===== src/pcf_pkg.sv =====
// pcf_pkg: shared types, constants and helpers of the path contour flattener
// depends on nothing; used by the channel interfaces and every module

package pcf_pkg;

	localparam int COORD_W  = 24;
	localparam int SEG_LOG2 = 6;
	localparam int SEGMENTS = 1 << SEG_LOG2;
	localparam int SCALE_SH = 3 * SEG_LOG2;
	localparam int ACC_W    = COORD_W + SCALE_SH + 6;
	localparam int PRE_W    = 32;
	localparam int CNT_W    = SEG_LOG2;
	localparam int Q_DEPTH  = 2;
	localparam int QPTR_W   = (Q_DEPTH > 1) ? $clog2(Q_DEPTH) : 1;
	localparam int QCNT_W   = $clog2(Q_DEPTH + 1);

	typedef logic signed [COORD_W-1:0] coord_t;
	typedef logic signed [ACC_W-1:0]   acc_t;
	typedef logic signed [PRE_W-1:0]   pre_t;

	typedef enum logic [1:0] {
		OP_MOVE  = 2'd0,
		OP_LINE  = 2'd1,
		OP_CUBIC = 2'd2
	} op_t;

	typedef enum logic [1:0] {
		ACT_APPEND  = 2'd0,
		ACT_REPLACE = 2'd1,
		ACT_NEW     = 2'd2
	} act_t;

	typedef enum logic {
		KIND_POINT = 1'b0,
		KIND_CUBIC = 1'b1
	} kind_t;

	typedef enum logic [1:0] {
		B_IDLE = 2'd0,
		B_PREP = 2'd1,
		B_RUN  = 2'd2
	} bstate_t;

	// queued command: a single point lives in c1x/c1y
	typedef struct packed {
		kind_t  kind;
		act_t   act;
		coord_t p0x;
		coord_t p0y;
		coord_t c1x;
		coord_t c1y;
		coord_t c2x;
		coord_t c2y;
		coord_t p2x;
		coord_t p2y;
	} cmd_t;

	typedef struct packed {
		logic push;
		cmd_t data;
	} qwr_t;

	typedef struct packed {
		logic full;
		logic empty;
	} qstat_t;

	function automatic coord_t sat_coord(input acc_t v);
		acc_t hi;
		acc_t lo;
		hi = {{(ACC_W-COORD_W+1){1'b0}}, {(COORD_W-1){1'b1}}};
		lo = ~hi;
		if (v > hi)
			return hi[COORD_W-1:0];
		else if (v < lo)
			return lo[COORD_W-1:0];
		else
			return v[COORD_W-1:0];
	endfunction

endpackage


===== src/pcf_channels.sv =====
// pcf_cmd_if and pcf_pt_if: valid/ready channels for path commands and contour points
// depends on pcf_pkg

interface pcf_cmd_if;
	import pcf_pkg::*;
	logic       valid;
	logic       ready;
	logic [1:0] operation;
	coord_t     first_x;
	coord_t     first_y;
	coord_t     second_x;
	coord_t     second_y;
	coord_t     end_x;
	coord_t     end_y;

	modport source (output valid, operation, first_x, first_y, second_x, second_y,
		end_x, end_y, input ready);
	modport sink (input valid, operation, first_x, first_y, second_x, second_y,
		end_x, end_y, output ready);
endinterface

interface pcf_pt_if;
	import pcf_pkg::*;
	logic       valid;
	logic       ready;
	coord_t     point_x;
	coord_t     point_y;
	logic [1:0] contour_action;
	logic       last_of_run;

	modport source (output valid, point_x, point_y, contour_action, last_of_run,
		input ready);
	modport sink (input valid, point_x, point_y, contour_action, last_of_run,
		output ready);
endinterface


===== src/pcf_front.sv =====
// pcf_front: accepts path commands, tracks pen and contour fill, queues work
// depends on pcf_pkg and pcf_cmd_if

module pcf_front (
	input  logic            clk,
	input  logic            arst_n,
	pcf_cmd_if.sink         cmd,
	input  pcf_pkg::qstat_t qstat,
	output pcf_pkg::qwr_t   qwr
);
	import pcf_pkg::*;

	coord_t     pen_x_q;
	coord_t     pen_y_q;
	logic [1:0] fill_q;
	coord_t     pen_x_d;
	coord_t     pen_y_d;
	logic [1:0] fill_d;
	logic       accept;

	assign cmd.ready = !qstat.full;
	assign accept    = cmd.valid && cmd.ready;

	always_comb begin
		pen_x_d       = pen_x_q;
		pen_y_d       = pen_y_q;
		fill_d        = fill_q;
		qwr.push      = 1'b0;
		qwr.data.kind = KIND_POINT;
		qwr.data.act  = ACT_APPEND;
		qwr.data.p0x  = pen_x_q;
		qwr.data.p0y  = pen_y_q;
		qwr.data.c1x  = cmd.first_x;
		qwr.data.c1y  = cmd.first_y;
		qwr.data.c2x  = cmd.second_x;
		qwr.data.c2y  = cmd.second_y;
		qwr.data.p2x  = cmd.end_x;
		qwr.data.p2y  = cmd.end_y;
		case (cmd.operation)
			OP_MOVE: begin
				qwr.push = accept;
				case (fill_q)
					2'd0:    qwr.data.act = ACT_APPEND;
					2'd1:    qwr.data.act = ACT_REPLACE;
					default: qwr.data.act = ACT_NEW;
				endcase
				pen_x_d = cmd.first_x;
				pen_y_d = cmd.first_y;
				fill_d  = 2'd1;
			end
			OP_LINE: begin
				qwr.push = accept;
				pen_x_d  = cmd.first_x;
				pen_y_d  = cmd.first_y;
				fill_d   = (fill_q == 2'd2) ? 2'd2 : fill_q + 2'd1;
			end
			OP_CUBIC: begin
				qwr.push      = accept;
				qwr.data.kind = KIND_CUBIC;
				pen_x_d       = cmd.end_x;
				pen_y_d       = cmd.end_y;
				fill_d        = 2'd2;
			end
			default: ;
		endcase
	end

	always_ff @(posedge clk or negedge arst_n) begin
		if (!arst_n) begin
			pen_x_q <= '0;
			pen_y_q <= '0;
			fill_q  <= 2'd0;
		end else if (accept) begin
			pen_x_q <= pen_x_d;
			pen_y_q <= pen_y_d;
			fill_q  <= fill_d;
		end
	end

	a_fill_range: assert property (@(posedge clk) disable iff (!arst_n)
		fill_q != 2'd3)
		else $error("contour fill out of range");

endmodule


===== src/pcf_fifo.sv =====
// pcf_fifo: short command queue between front and back
// depends on pcf_pkg

module pcf_fifo (
	input  logic            clk,
	input  logic            arst_n,
	input  pcf_pkg::qwr_t   qwr,
	input  logic            pop,
	output pcf_pkg::cmd_t   head,
	output pcf_pkg::qstat_t qstat
);
	import pcf_pkg::*;

	cmd_t              ent_q [Q_DEPTH];
	logic [QPTR_W-1:0] wr_ptr_q;
	logic [QPTR_W-1:0] rd_ptr_q;
	logic [QCNT_W-1:0] cnt_q;
	logic              do_push;
	logic              do_pop;

	assign qstat.full  = (cnt_q == QCNT_W'(Q_DEPTH));
	assign qstat.empty = (cnt_q == '0);
	assign head        = ent_q[rd_ptr_q];
	assign do_push     = qwr.push && !qstat.full;
	assign do_pop      = pop && !qstat.empty;

	function automatic logic [QPTR_W-1:0] next_ptr(input logic [QPTR_W-1:0] p);
		if (p == QPTR_W'(Q_DEPTH - 1))
			return '0;
		else
			return p + QPTR_W'(1);
	endfunction

	always_ff @(posedge clk) begin
		if (do_push)
			ent_q[wr_ptr_q] <= qwr.data;
	end

	always_ff @(posedge clk or negedge arst_n) begin
		if (!arst_n) begin
			wr_ptr_q <= '0;
			rd_ptr_q <= '0;
			cnt_q    <= '0;
		end else begin
			if (do_push)
				wr_ptr_q <= next_ptr(wr_ptr_q);
			if (do_pop)
				rd_ptr_q <= next_ptr(rd_ptr_q);
			if (do_push && !do_pop)
				cnt_q <= cnt_q + QCNT_W'(1);
			else if (do_pop && !do_push)
				cnt_q <= cnt_q - QCNT_W'(1);
		end
	end

	a_no_overflow: assert property (@(posedge clk) disable iff (!arst_n)
		!(qwr.push && qstat.full))
		else $error("push into full queue");

	a_count_range: assert property (@(posedge clk) disable iff (!arst_n)
		cnt_q <= QCNT_W'(Q_DEPTH))
		else $error("queue count out of range");

endmodule


===== src/pcf_back.sv =====
// pcf_back: emits queued points and flattens cubics by forward differencing
// depends on pcf_pkg and pcf_pt_if

module pcf_back (
	input  logic            clk,
	input  logic            arst_n,
	input  pcf_pkg::cmd_t   head,
	input  pcf_pkg::qstat_t qstat,
	output logic            pop,
	pcf_pt_if.source        pt
);
	import pcf_pkg::*;

	localparam acc_t HALF = acc_t'(1) <<< (SCALE_SH - 1);

	bstate_t          state_q;
	bstate_t          state_d;
	logic [CNT_W-1:0] cnt_q;
	logic             can_load;
	logic             load_point;
	logic             load_pre;
	logic             load_acc;
	logic             step;
	logic             last_step;

	coord_t p0_q   [2];
	pre_t   a3_q   [2];
	pre_t   b3_q   [2];
	pre_t   c_q    [2];
	pre_t   c6_q   [2];
	acc_t   f_q    [2];
	acc_t   df_q   [2];
	acc_t   ddf_q  [2];
	acc_t   dddf_q [2];

	coord_t hp0 [2];
	coord_t hc1 [2];
	coord_t hc2 [2];
	coord_t hp2 [2];
	acc_t   f_n [2];

	logic   out_valid_q;
	coord_t px_q;
	coord_t py_q;
	act_t   act_q;
	logic   last_q;

	assign hp0[0] = head.p0x;
	assign hp0[1] = head.p0y;
	assign hc1[0] = head.c1x;
	assign hc1[1] = head.c1y;
	assign hc2[0] = head.c2x;
	assign hc2[1] = head.c2y;
	assign hp2[0] = head.p2x;
	assign hp2[1] = head.p2y;

	assign can_load  = !out_valid_q || pt.ready;
	assign last_step = (cnt_q == CNT_W'(SEGMENTS - 1));

	always_comb begin
		state_d    = state_q;
		pop        = 1'b0;
		load_point = 1'b0;
		load_pre   = 1'b0;
		load_acc   = 1'b0;
		step       = 1'b0;
		unique case (state_q)
			B_IDLE: begin
				if (!qstat.empty) begin
					if (head.kind == KIND_CUBIC) begin
						pop      = 1'b1;
						load_pre = 1'b1;
						state_d  = B_PREP;
					end else if (can_load) begin
						pop        = 1'b1;
						load_point = 1'b1;
					end
				end
			end
			B_PREP: begin
				load_acc = 1'b1;
				state_d  = B_RUN;
			end
			B_RUN: begin
				if (can_load) begin
					step = 1'b1;
					if (last_step)
						state_d = B_IDLE;
				end
			end
			default: state_d = B_IDLE;
		endcase
	end

	always_ff @(posedge clk or negedge arst_n) begin
		if (!arst_n)
			state_q <= B_IDLE;
		else
			state_q <= state_d;
	end

	// per-axis polynomial terms, then scaled difference terms
	always_ff @(posedge clk) begin
		for (int i = 0; i < 2; i++) begin
			if (load_pre) begin
				pre_t p0;
				pre_t c1;
				pre_t c2;
				pre_t p2;
				pre_t a;
				pre_t b;
				pre_t c;
				pre_t d;
				p0 = pre_t'(hp0[i]);
				c1 = pre_t'(hc1[i]);
				c2 = pre_t'(hc2[i]);
				p2 = pre_t'(hp2[i]);
				a  = c1 - p0;
				b  = p0 - (c1 <<< 1) + c2;
				d  = c1 - c2;
				c  = d + (d <<< 1) - p0 + p2;
				p0_q[i] <= hp0[i];
				a3_q[i] <= a + (a <<< 1);
				b3_q[i] <= b + (b <<< 1);
				c_q[i]  <= c;
				c6_q[i] <= (c <<< 1) + (c <<< 2);
			end
			if (load_acc) begin
				f_q[i]    <= (acc_t'(p0_q[i]) <<< SCALE_SH) + HALF;
				df_q[i]   <= (acc_t'(a3_q[i]) <<< (2 * SEG_LOG2))
					+ (acc_t'(b3_q[i]) <<< SEG_LOG2) + acc_t'(c_q[i]);
				ddf_q[i]  <= (acc_t'(b3_q[i]) <<< (SEG_LOG2 + 1)) + acc_t'(c6_q[i]);
				dddf_q[i] <= acc_t'(c6_q[i]);
			end else if (step) begin
				f_q[i]   <= f_n[i];
				df_q[i]  <= df_q[i] + ddf_q[i];
				ddf_q[i] <= ddf_q[i] + dddf_q[i];
			end
		end
	end

	always_comb begin
		for (int i = 0; i < 2; i++)
			f_n[i] = f_q[i] + df_q[i];
	end

	always_ff @(posedge clk or negedge arst_n) begin
		if (!arst_n)
			cnt_q <= '0;
		else if (load_acc)
			cnt_q <= '0;
		else if (step)
			cnt_q <= cnt_q + CNT_W'(1);
	end

	always_ff @(posedge clk or negedge arst_n) begin
		if (!arst_n)
			out_valid_q <= 1'b0;
		else if (load_point || step)
			out_valid_q <= 1'b1;
		else if (pt.ready)
			out_valid_q <= 1'b0;
	end

	always_ff @(posedge clk) begin
		if (load_point) begin
			px_q   <= head.c1x;
			py_q   <= head.c1y;
			act_q  <= head.act;
			last_q <= 1'b1;
		end else if (step) begin
			px_q   <= sat_coord(f_n[0] >>> SCALE_SH);
			py_q   <= sat_coord(f_n[1] >>> SCALE_SH);
			act_q  <= ACT_APPEND;
			last_q <= last_step;
		end
	end

	assign pt.valid          = out_valid_q;
	assign pt.point_x        = px_q;
	assign pt.point_y        = py_q;
	assign pt.contour_action = act_q;
	assign pt.last_of_run    = last_q;

	a_run_ends: assert property (@(posedge clk) disable iff (!arst_n)
		(state_q == B_RUN && step && last_step) |=> state_q == B_IDLE)
		else $error("cubic run did not end after its last point");

	a_mid_run: assert property (@(posedge clk) disable iff (!arst_n)
		(out_valid_q && !last_q) |-> state_q == B_RUN)
		else $error("non-final point outside a cubic run");

	a_prep_follows_pop: assert property (@(posedge clk) disable iff (!arst_n)
		load_pre |=> state_q == B_PREP && $past(!qstat.empty))
		else $error("cubic setup without a queued command");

endmodule


===== src/path_contour_flattener.sv =====
// path_contour_flattener: top level of the path contour flattener
// depends on pcf_pkg, pcf_channels, pcf_front, pcf_fifo and pcf_back
//
// cmd takes path commands (move, line, cubic) as valid/ready transactions;
// pt gives contour points, each with its contour action and a last_of_run
// flag on the final point of its command. an unknown operation is taken
// and dropped without a point.
// the front takes one command per cycle while its two-entry queue has room;
// pen and contour fill are tracked there, so acceptance waits for the back
// only through a full queue. a move or line is written into the queue, then
// loaded into the back's output register. a cubic first registers the
// polynomial terms, then the scaled difference terms, then gives SEGMENTS
// points one per cycle while pt takes them, and the back takes no new command
// until its last point. the difference accumulators set the cubic rate: one
// add per term per point. a stalled pt holds its point; the back halts and the
// queue fills, after which cmd.ready drops. reset clears the pen to 0, the
// contour to empty and both queue and output; no clearing pass is needed.

module path_contour_flattener (
	input  logic       clk,
	input  logic       arst_n,
	pcf_cmd_if.sink    cmd,
	pcf_pt_if.source   pt
);
	import pcf_pkg::*;

	qwr_t   qwr;
	qstat_t qstat;
	cmd_t   head;
	logic   pop;

	pcf_front u_front (
		.clk    (clk),
		.arst_n (arst_n),
		.cmd    (cmd),
		.qstat  (qstat),
		.qwr    (qwr)
	);

	pcf_fifo u_fifo (
		.clk    (clk),
		.arst_n (arst_n),
		.qwr    (qwr),
		.pop    (pop),
		.head   (head),
		.qstat  (qstat)
	);

	pcf_back u_back (
		.clk    (clk),
		.arst_n (arst_n),
		.head   (head),
		.qstat  (qstat),
		.pop    (pop),
		.pt     (pt)
	);

endmodule


===== src/flat_wrapper.sv =====
// flat-port wrapper written by rule: the top's interface ports become plain ports
module path_contour_flattener_flat import pcf_pkg::*;
  (clk, arst_n, cmd_valid, cmd_operation, cmd_first_x, cmd_first_y, cmd_second_x, cmd_second_y, cmd_end_x, cmd_end_y, cmd_ready, pt_valid, pt_point_x, pt_point_y, pt_contour_action, pt_last_of_run, pt_ready);
  pcf_cmd_if cmd_i ();
  pcf_pt_if pt_i ();
  input  logic clk;
  input  logic arst_n;
  input wire logic [$bits(cmd_i.valid)-1:0] cmd_valid;
  input wire logic [$bits(cmd_i.operation)-1:0] cmd_operation;
  input wire logic [$bits(cmd_i.first_x)-1:0] cmd_first_x;
  input wire logic [$bits(cmd_i.first_y)-1:0] cmd_first_y;
  input wire logic [$bits(cmd_i.second_x)-1:0] cmd_second_x;
  input wire logic [$bits(cmd_i.second_y)-1:0] cmd_second_y;
  input wire logic [$bits(cmd_i.end_x)-1:0] cmd_end_x;
  input wire logic [$bits(cmd_i.end_y)-1:0] cmd_end_y;
  output wire logic [$bits(cmd_i.ready)-1:0] cmd_ready;
  output wire logic [$bits(pt_i.valid)-1:0] pt_valid;
  output wire logic [$bits(pt_i.point_x)-1:0] pt_point_x;
  output wire logic [$bits(pt_i.point_y)-1:0] pt_point_y;
  output wire logic [$bits(pt_i.contour_action)-1:0] pt_contour_action;
  output wire logic [$bits(pt_i.last_of_run)-1:0] pt_last_of_run;
  input wire logic [$bits(pt_i.ready)-1:0] pt_ready;
  assign cmd_i.valid = cmd_valid;
  assign cmd_i.operation = cmd_operation;
  assign cmd_i.first_x = cmd_first_x;
  assign cmd_i.first_y = cmd_first_y;
  assign cmd_i.second_x = cmd_second_x;
  assign cmd_i.second_y = cmd_second_y;
  assign cmd_i.end_x = cmd_end_x;
  assign cmd_i.end_y = cmd_end_y;
  assign cmd_ready = cmd_i.ready;
  assign pt_valid = pt_i.valid;
  assign pt_point_x = pt_i.point_x;
  assign pt_point_y = pt_i.point_y;
  assign pt_contour_action = pt_i.contour_action;
  assign pt_last_of_run = pt_i.last_of_run;
  assign pt_i.ready = pt_ready;
  path_contour_flattener u_core (.clk(clk), .arst_n(arst_n), .cmd(cmd_i), .pt(pt_i));
endmodule

===== config.mk =====
export PLATFORM = sky130hd
export DESIGN_NAME = path_contour_flattener_flat
export DESIGN_NICKNAME = d
export VERILOG_FILES = /design/src/pcf_pkg.sv /design/src/pcf_channels.sv /design/src/pcf_front.sv /design/src/pcf_fifo.sv /design/src/pcf_back.sv /design/src/path_contour_flattener.sv /design/src/flat_wrapper.sv
export SDC_FILE = /design/constraint.sdc
export NUM_CORES = 2
export LEC_CHECK = 0
export BUFFER_PORTS_ARGS = -buffer_cell sky130_fd_sc_hd__buf_2
export CAP_MARGIN = 30
export CORE_ASPECT_RATIO = 0.9
export CORE_MARGIN = 2
export CORE_UTILIZATION = 30
export DETAILED_ROUTE_END_ITERATION = 8
export GPL_TIMING_DRIVEN = 0
export PLACE_DENSITY = 0.43
export SLEW_MARGIN = 15
export SYNTH_ARGS = -nofsm -noshare
export SYNTH_HDL_FRONTEND = slang
export SYNTH_HIERARCHICAL = 1
export SYNTH_SLANG_ARGS = --single-unit

===== constraint.sdc =====
create_clock -name clk -period 36.9 [get_ports clk]
set_input_delay 1.845 -clock clk [delete_from_list [all_inputs] [get_ports clk]]
set_output_delay 1.845 -clock clk [all_outputs]
set_load 0.005 [all_outputs]

==> impl_summary.txt <==
----------------------------------------------------
[Status]
  Outcome ... complete, no violations

[STA]
  Worst Setup Slack, final ... ~26 ns
  Share of the clock period used by the worst path after layout ... 29.3%
  Tightest slew margin relative to the limit ... about a quarter
  Final Max Slew Viols ... 0
  Time the worst path needs with I/O delays and setup ... approximately 11 ns
  Final hold viol count ... 0
  Final setup violation count ... 0
  TNS Setup ... 0 ns
  Measured slew at the worst slew-check pin ... about 1.1 ns
  Worst-case clock skew ... about 0.029 ns
  Fmax ... approximately 0.092 GHz
  RSZ-0062 raised after global routing ... false

[Floorplanning]
  Die Y-Extent ... approximately 500 um
  Die outline area ... around 280000 um2
  Placeable Area ... 279000 um2
  Starting Density ... roughly 30%
  Width of the die ... between 500 and 600 um
  Site row count ... approximately 180
  IO Pins ... slightly above 200

[Clock tree]
  Clk sink count ... 1128
  Post-CTS Setup Bufs ... 0
  CTS clock-pin slew for the worst setup and hold paths ... ~0.06 ns
  Clock Latency Late Sink ... approximately 0.82 ns
  CTS tree ... done
  Hold-fix buffers, CTS ... 0
  Number of gates resized after cts ... 0
  Number of buffers on the longest clock path ... 3
  TritonCTS buffer count ... approximately 140
  Cell at the root of the clock tree ... sky130_fd_sc_hd__clkbuf_16
  H-tree levels ... 4

[Synth]
  Async set or reset register ratio after synthesis ... 5.59%
  Post-synthesis cell type count ... about 110
  Synth warn ... 6
  Mapped Area ... approximately 84000 um2
  Number of synthesized register bits ... between 1000 and 1500
  Count of mapped cells out of synthesis ... between 7000 and 8000
  Per-instance average area after synthesis ... roughly 10 um2
  Share of the yosys chip area belonging to registers ... around two fifths
  Synthesized net count ... roughly 9000
  Number of enable-type register cells in the synthesized netlist ... roughly 1100
  Top flip-flop cell by instance count after synthesis ... sky130_fd_sc_hd__edfxtp_1

[Routing]
  Antenna Violating Nets Remaining ... 0
  Drt drc ... 0
  Routed wire length ... about 280000 um
  Starting DRT DRC Count ... 5129
  Via density per instance ... between 5 and 6
  1st-pass router iterations ... 8
  WL per Instance ... between 20 and 25 um
  Via total after detailed routing ... roughly 62000

[Setup path]
  R2R depth ... between 40 and 50
  WS Path Type ... reg2reg
  Startpoint kind of the worst setup timing path ... flop
  Crit path capture type ... flop
  Buffers & Inverters on Critical Path ... 7
  Worst Path Max Fanout ... 10
  Worst-path cell with the longest stage delay ... sky130_fd_sc_hd__xor2_1
  Family of cells with the greatest summed delay on the critical path ... compound AO/OA/AOI/OAI gates
  Internal reg-to-reg setup slack ... roughly 26 ns
  Worst endpoint data arrival time ... roughly 11 ns
  Reg-to-reg critical path startpoint ... u_core/u_fifo/rd_ptr_q
  Delay of the slowest critical-path stage ... around 0.67 ns
  Required time at the worst-slack endpoint ... between 30 and 40 ns
  FF-to-FF End ... u_core/u_back/c6_q[0][30]

[Cells and area]
  Final-stage net count ... 9508
  Footprint of the multi-input gates ... approximately 46000 um2
  Ratio of cells with drive above 1 in the final layout ... 11.3%
  Sequential cell area in the final layout ... roughly 34000 um2
  Number of fill cells ... between 20000 and 30000
  Utilization of the core after routing ... about a third
  Area Overhead vs Synth ... 13.5%

[Global route]
  Aggregate global routing overflow ... 0
  Via count of the first global-routing pass ... 60928
  Pin count of the biggest net entering global routing ... 56
  Initial antenna violation count ... 29
  Total routing usage reported by global routing ... between 10% and 20%
  Wire length of the first global-routing pass ... approximately 400000 um

[Placed design]
  Number of buffers added on ports ... around 150
  Half-perimeter wire length after detailed placement ... 231000 um
  Gp weighted congestion ... 0.888
  Post-placement setup slack ... around 26 ns

[Flow run]
  Number of max-cap violations ... 0

[Min path]
  Hold Crit Start ... u_core/u_back/c6_q[0][3]
  End of the worst hold path ... u_core/u_back/dddf_q[0][3]
  Hold Path Cell Cnt ... 0
  Hold Crit Class ... reg2reg

----------------------------------------------------
## layer usage
| layer | GRT usage, % | wire (um) |
|---|---|---|
| met5 | 0 | 55 |
| met4 | 5.75 | 8090 |
| met3 | 3.34 | 17700 |
| met2 | 27.8 | 114000 |
| met1 | 29.3 | 141000 |
## cell usage after synthesis, types with 65 or more instances
library cell               instances  share of area (%)
sky130_fd_sc_hd__a211oi_1         65               0.58
sky130_fd_sc_hd__a21o_1          343                3.1
sky130_fd_sc_hd__a21oi_1         663                4.0
sky130_fd_sc_hd__a31oi_1          65               0.49
sky130_fd_sc_hd__and3_1           71               0.53
sky130_fd_sc_hd__buf_4           152                1.4
sky130_fd_sc_hd__clkbuf_1         90               0.40
sky130_fd_sc_hd__edfxtp_1       1064                 38
sky130_fd_sc_hd__fa_1            224                5.4
sky130_fd_sc_hd__ha_1            790                 12
sky130_fd_sc_hd__inv_1           621                2.8
sky130_fd_sc_hd__mux2_2           67               0.90
sky130_fd_sc_hd__mux2_4          140                2.5
sky130_fd_sc_hd__nand2_1         510                2.3
sky130_fd_sc_hd__nand2b_1        111               0.83
sky130_fd_sc_hd__nand3_1         134               0.80
sky130_fd_sc_hd__nor2_1          572                2.6
sky130_fd_sc_hd__nor2b_1         102               0.76
sky130_fd_sc_hd__nor3_1          113               0.67
sky130_fd_sc_hd__o21a_1           96               0.86
sky130_fd_sc_hd__o21ai_0         422                2.5
sky130_fd_sc_hd__o21bai_1         83               0.74
sky130_fd_sc_hd__xnor2_1         421                4.4
sky130_fd_sc_hd__xor2_1          221                2.3
## flip-flops by register name, summed over array words and instances, names as in the netlist, 2 cells and up
register and count:
u_core/u_back/pt.point_y 24, u_core/u_back/f_q 96, u_core/u_fifo/cnt_q 2, u_core/u_back/c6_q 58, u_core/u_back/pt.point_x 24, u_core/u_back/df_q 96
u_core/u_back/b3_q 58, u_core/u_back/a3_q 54, u_core/u_front/fill_q 2, u_core/u_fifo/ent_q 390, u_core/u_back/p0_q 48, u_core/u_back/ddf_q 94
u_core/u_front/pen_x_q 24, u_core/u_back/cnt_q 6, u_core/u_back/dddf_q 62, u_core/u_back/pt.contour_action 2, u_core/u_back/c_q 58, u_core/u_front/pen_y_q 24
u_core/u_back/state_q 2
## stage by stage
stage / hold slack [ns] / instance area [um2] / std cells
floorplan: 0.417 / 83800 / 7983
global placement: 0.433 / 89200 / 11857
detailed placement: 0.436 / 90500 / 11920
CTS: 0.451 / 95100 / 12177
global route: 0.454 / 95100 / 12178
finish: 0.452 / 95100 / 12180
## cell families after synthesis
kind of cell | share of synthesized area, %
AO/OA/AOI/OAI | 16.4
AND/OR/NAND/NOR | 10.5
flip-flops | 40.0
adder cells (fa/ha/maj) | 17.2
buffers and inverters | 4.99
XOR/XNOR | 6.74
multiplexers | 4.16
## worst max-delay path by stage
stage                           endpoint  slack (ns)  cells after the start                   start
6_report       u_core/u_back/c6_q[0][30]       26.08                     41  u_core/u_fifo/rd_ptr_q
2_1_floorplan   u_core/u_back/a3_q[0][0]       23.65                      5  u_core/u_fifo/rd_ptr_q
5_1_grt        u_core/u_back/c6_q[0][30]       25.36                     41  u_core/u_fifo/rd_ptr_q
3_5_place_dp   u_core/u_back/c6_q[0][30]       26.00                     41  u_core/u_fifo/rd_ptr_q
4_1_cts        u_core/u_back/c6_q[0][30]       25.94                     41  u_core/u_fifo/rd_ptr_q
3_3_place_gp   u_core/u_back/a3_q[0][62]       15.53                      5  u_core/u_fifo/rd_ptr_q
## placed cells by master, fill, tap and decap left out, drive strengths merged, types with 111 or more instances in the layout
| master | netlist | final |
|---|---|---|
| a21oi | 684 | 684 |
| fa | 224 | 224 |
| nand2b | 111 | 111 |
| nand2 | 520 | 520 |
| xnor2 | 421 | 421 |
| xor2 | 221 | 221 |
| a21o | 343 | 343 |
| clkbuf | 92 | 269 |
| nand3 | 135 | 135 |
| o21ai | 437 | 437 |
| edfxtp | 1064 | 1064 |
| buf | 203 | 420 |
| nor2 | 573 | 573 |
| ha | 790 | 790 |
| inv | 622 | 627 |
| nor3 | 113 | 113 |
| mux2 | 207 | 207 |
## final cells by class
| cell class | count | area share (%) |
|---|---|---|
| Clock buffer | 177 | 3.95 |
| Buffer | 295 | 1.96 |
| Multi-Input combinational cell | 5938 | 48.5 |
| Inverter | 622 | 2.46 |
| Timing Repair Buffer | 217 | 2.04 |
| Sequential cell | 1128 | 35.3 |
| Clock inverter | 80 | 0.949 |
| Tap cell | 3720 | 4.89 |
| Antenna cell | 3 | 0.00789 |
Power is left out: the tool's default activity adds up to more than one toggle a clock period on the data nets, which glitch-free logic cannot reach.
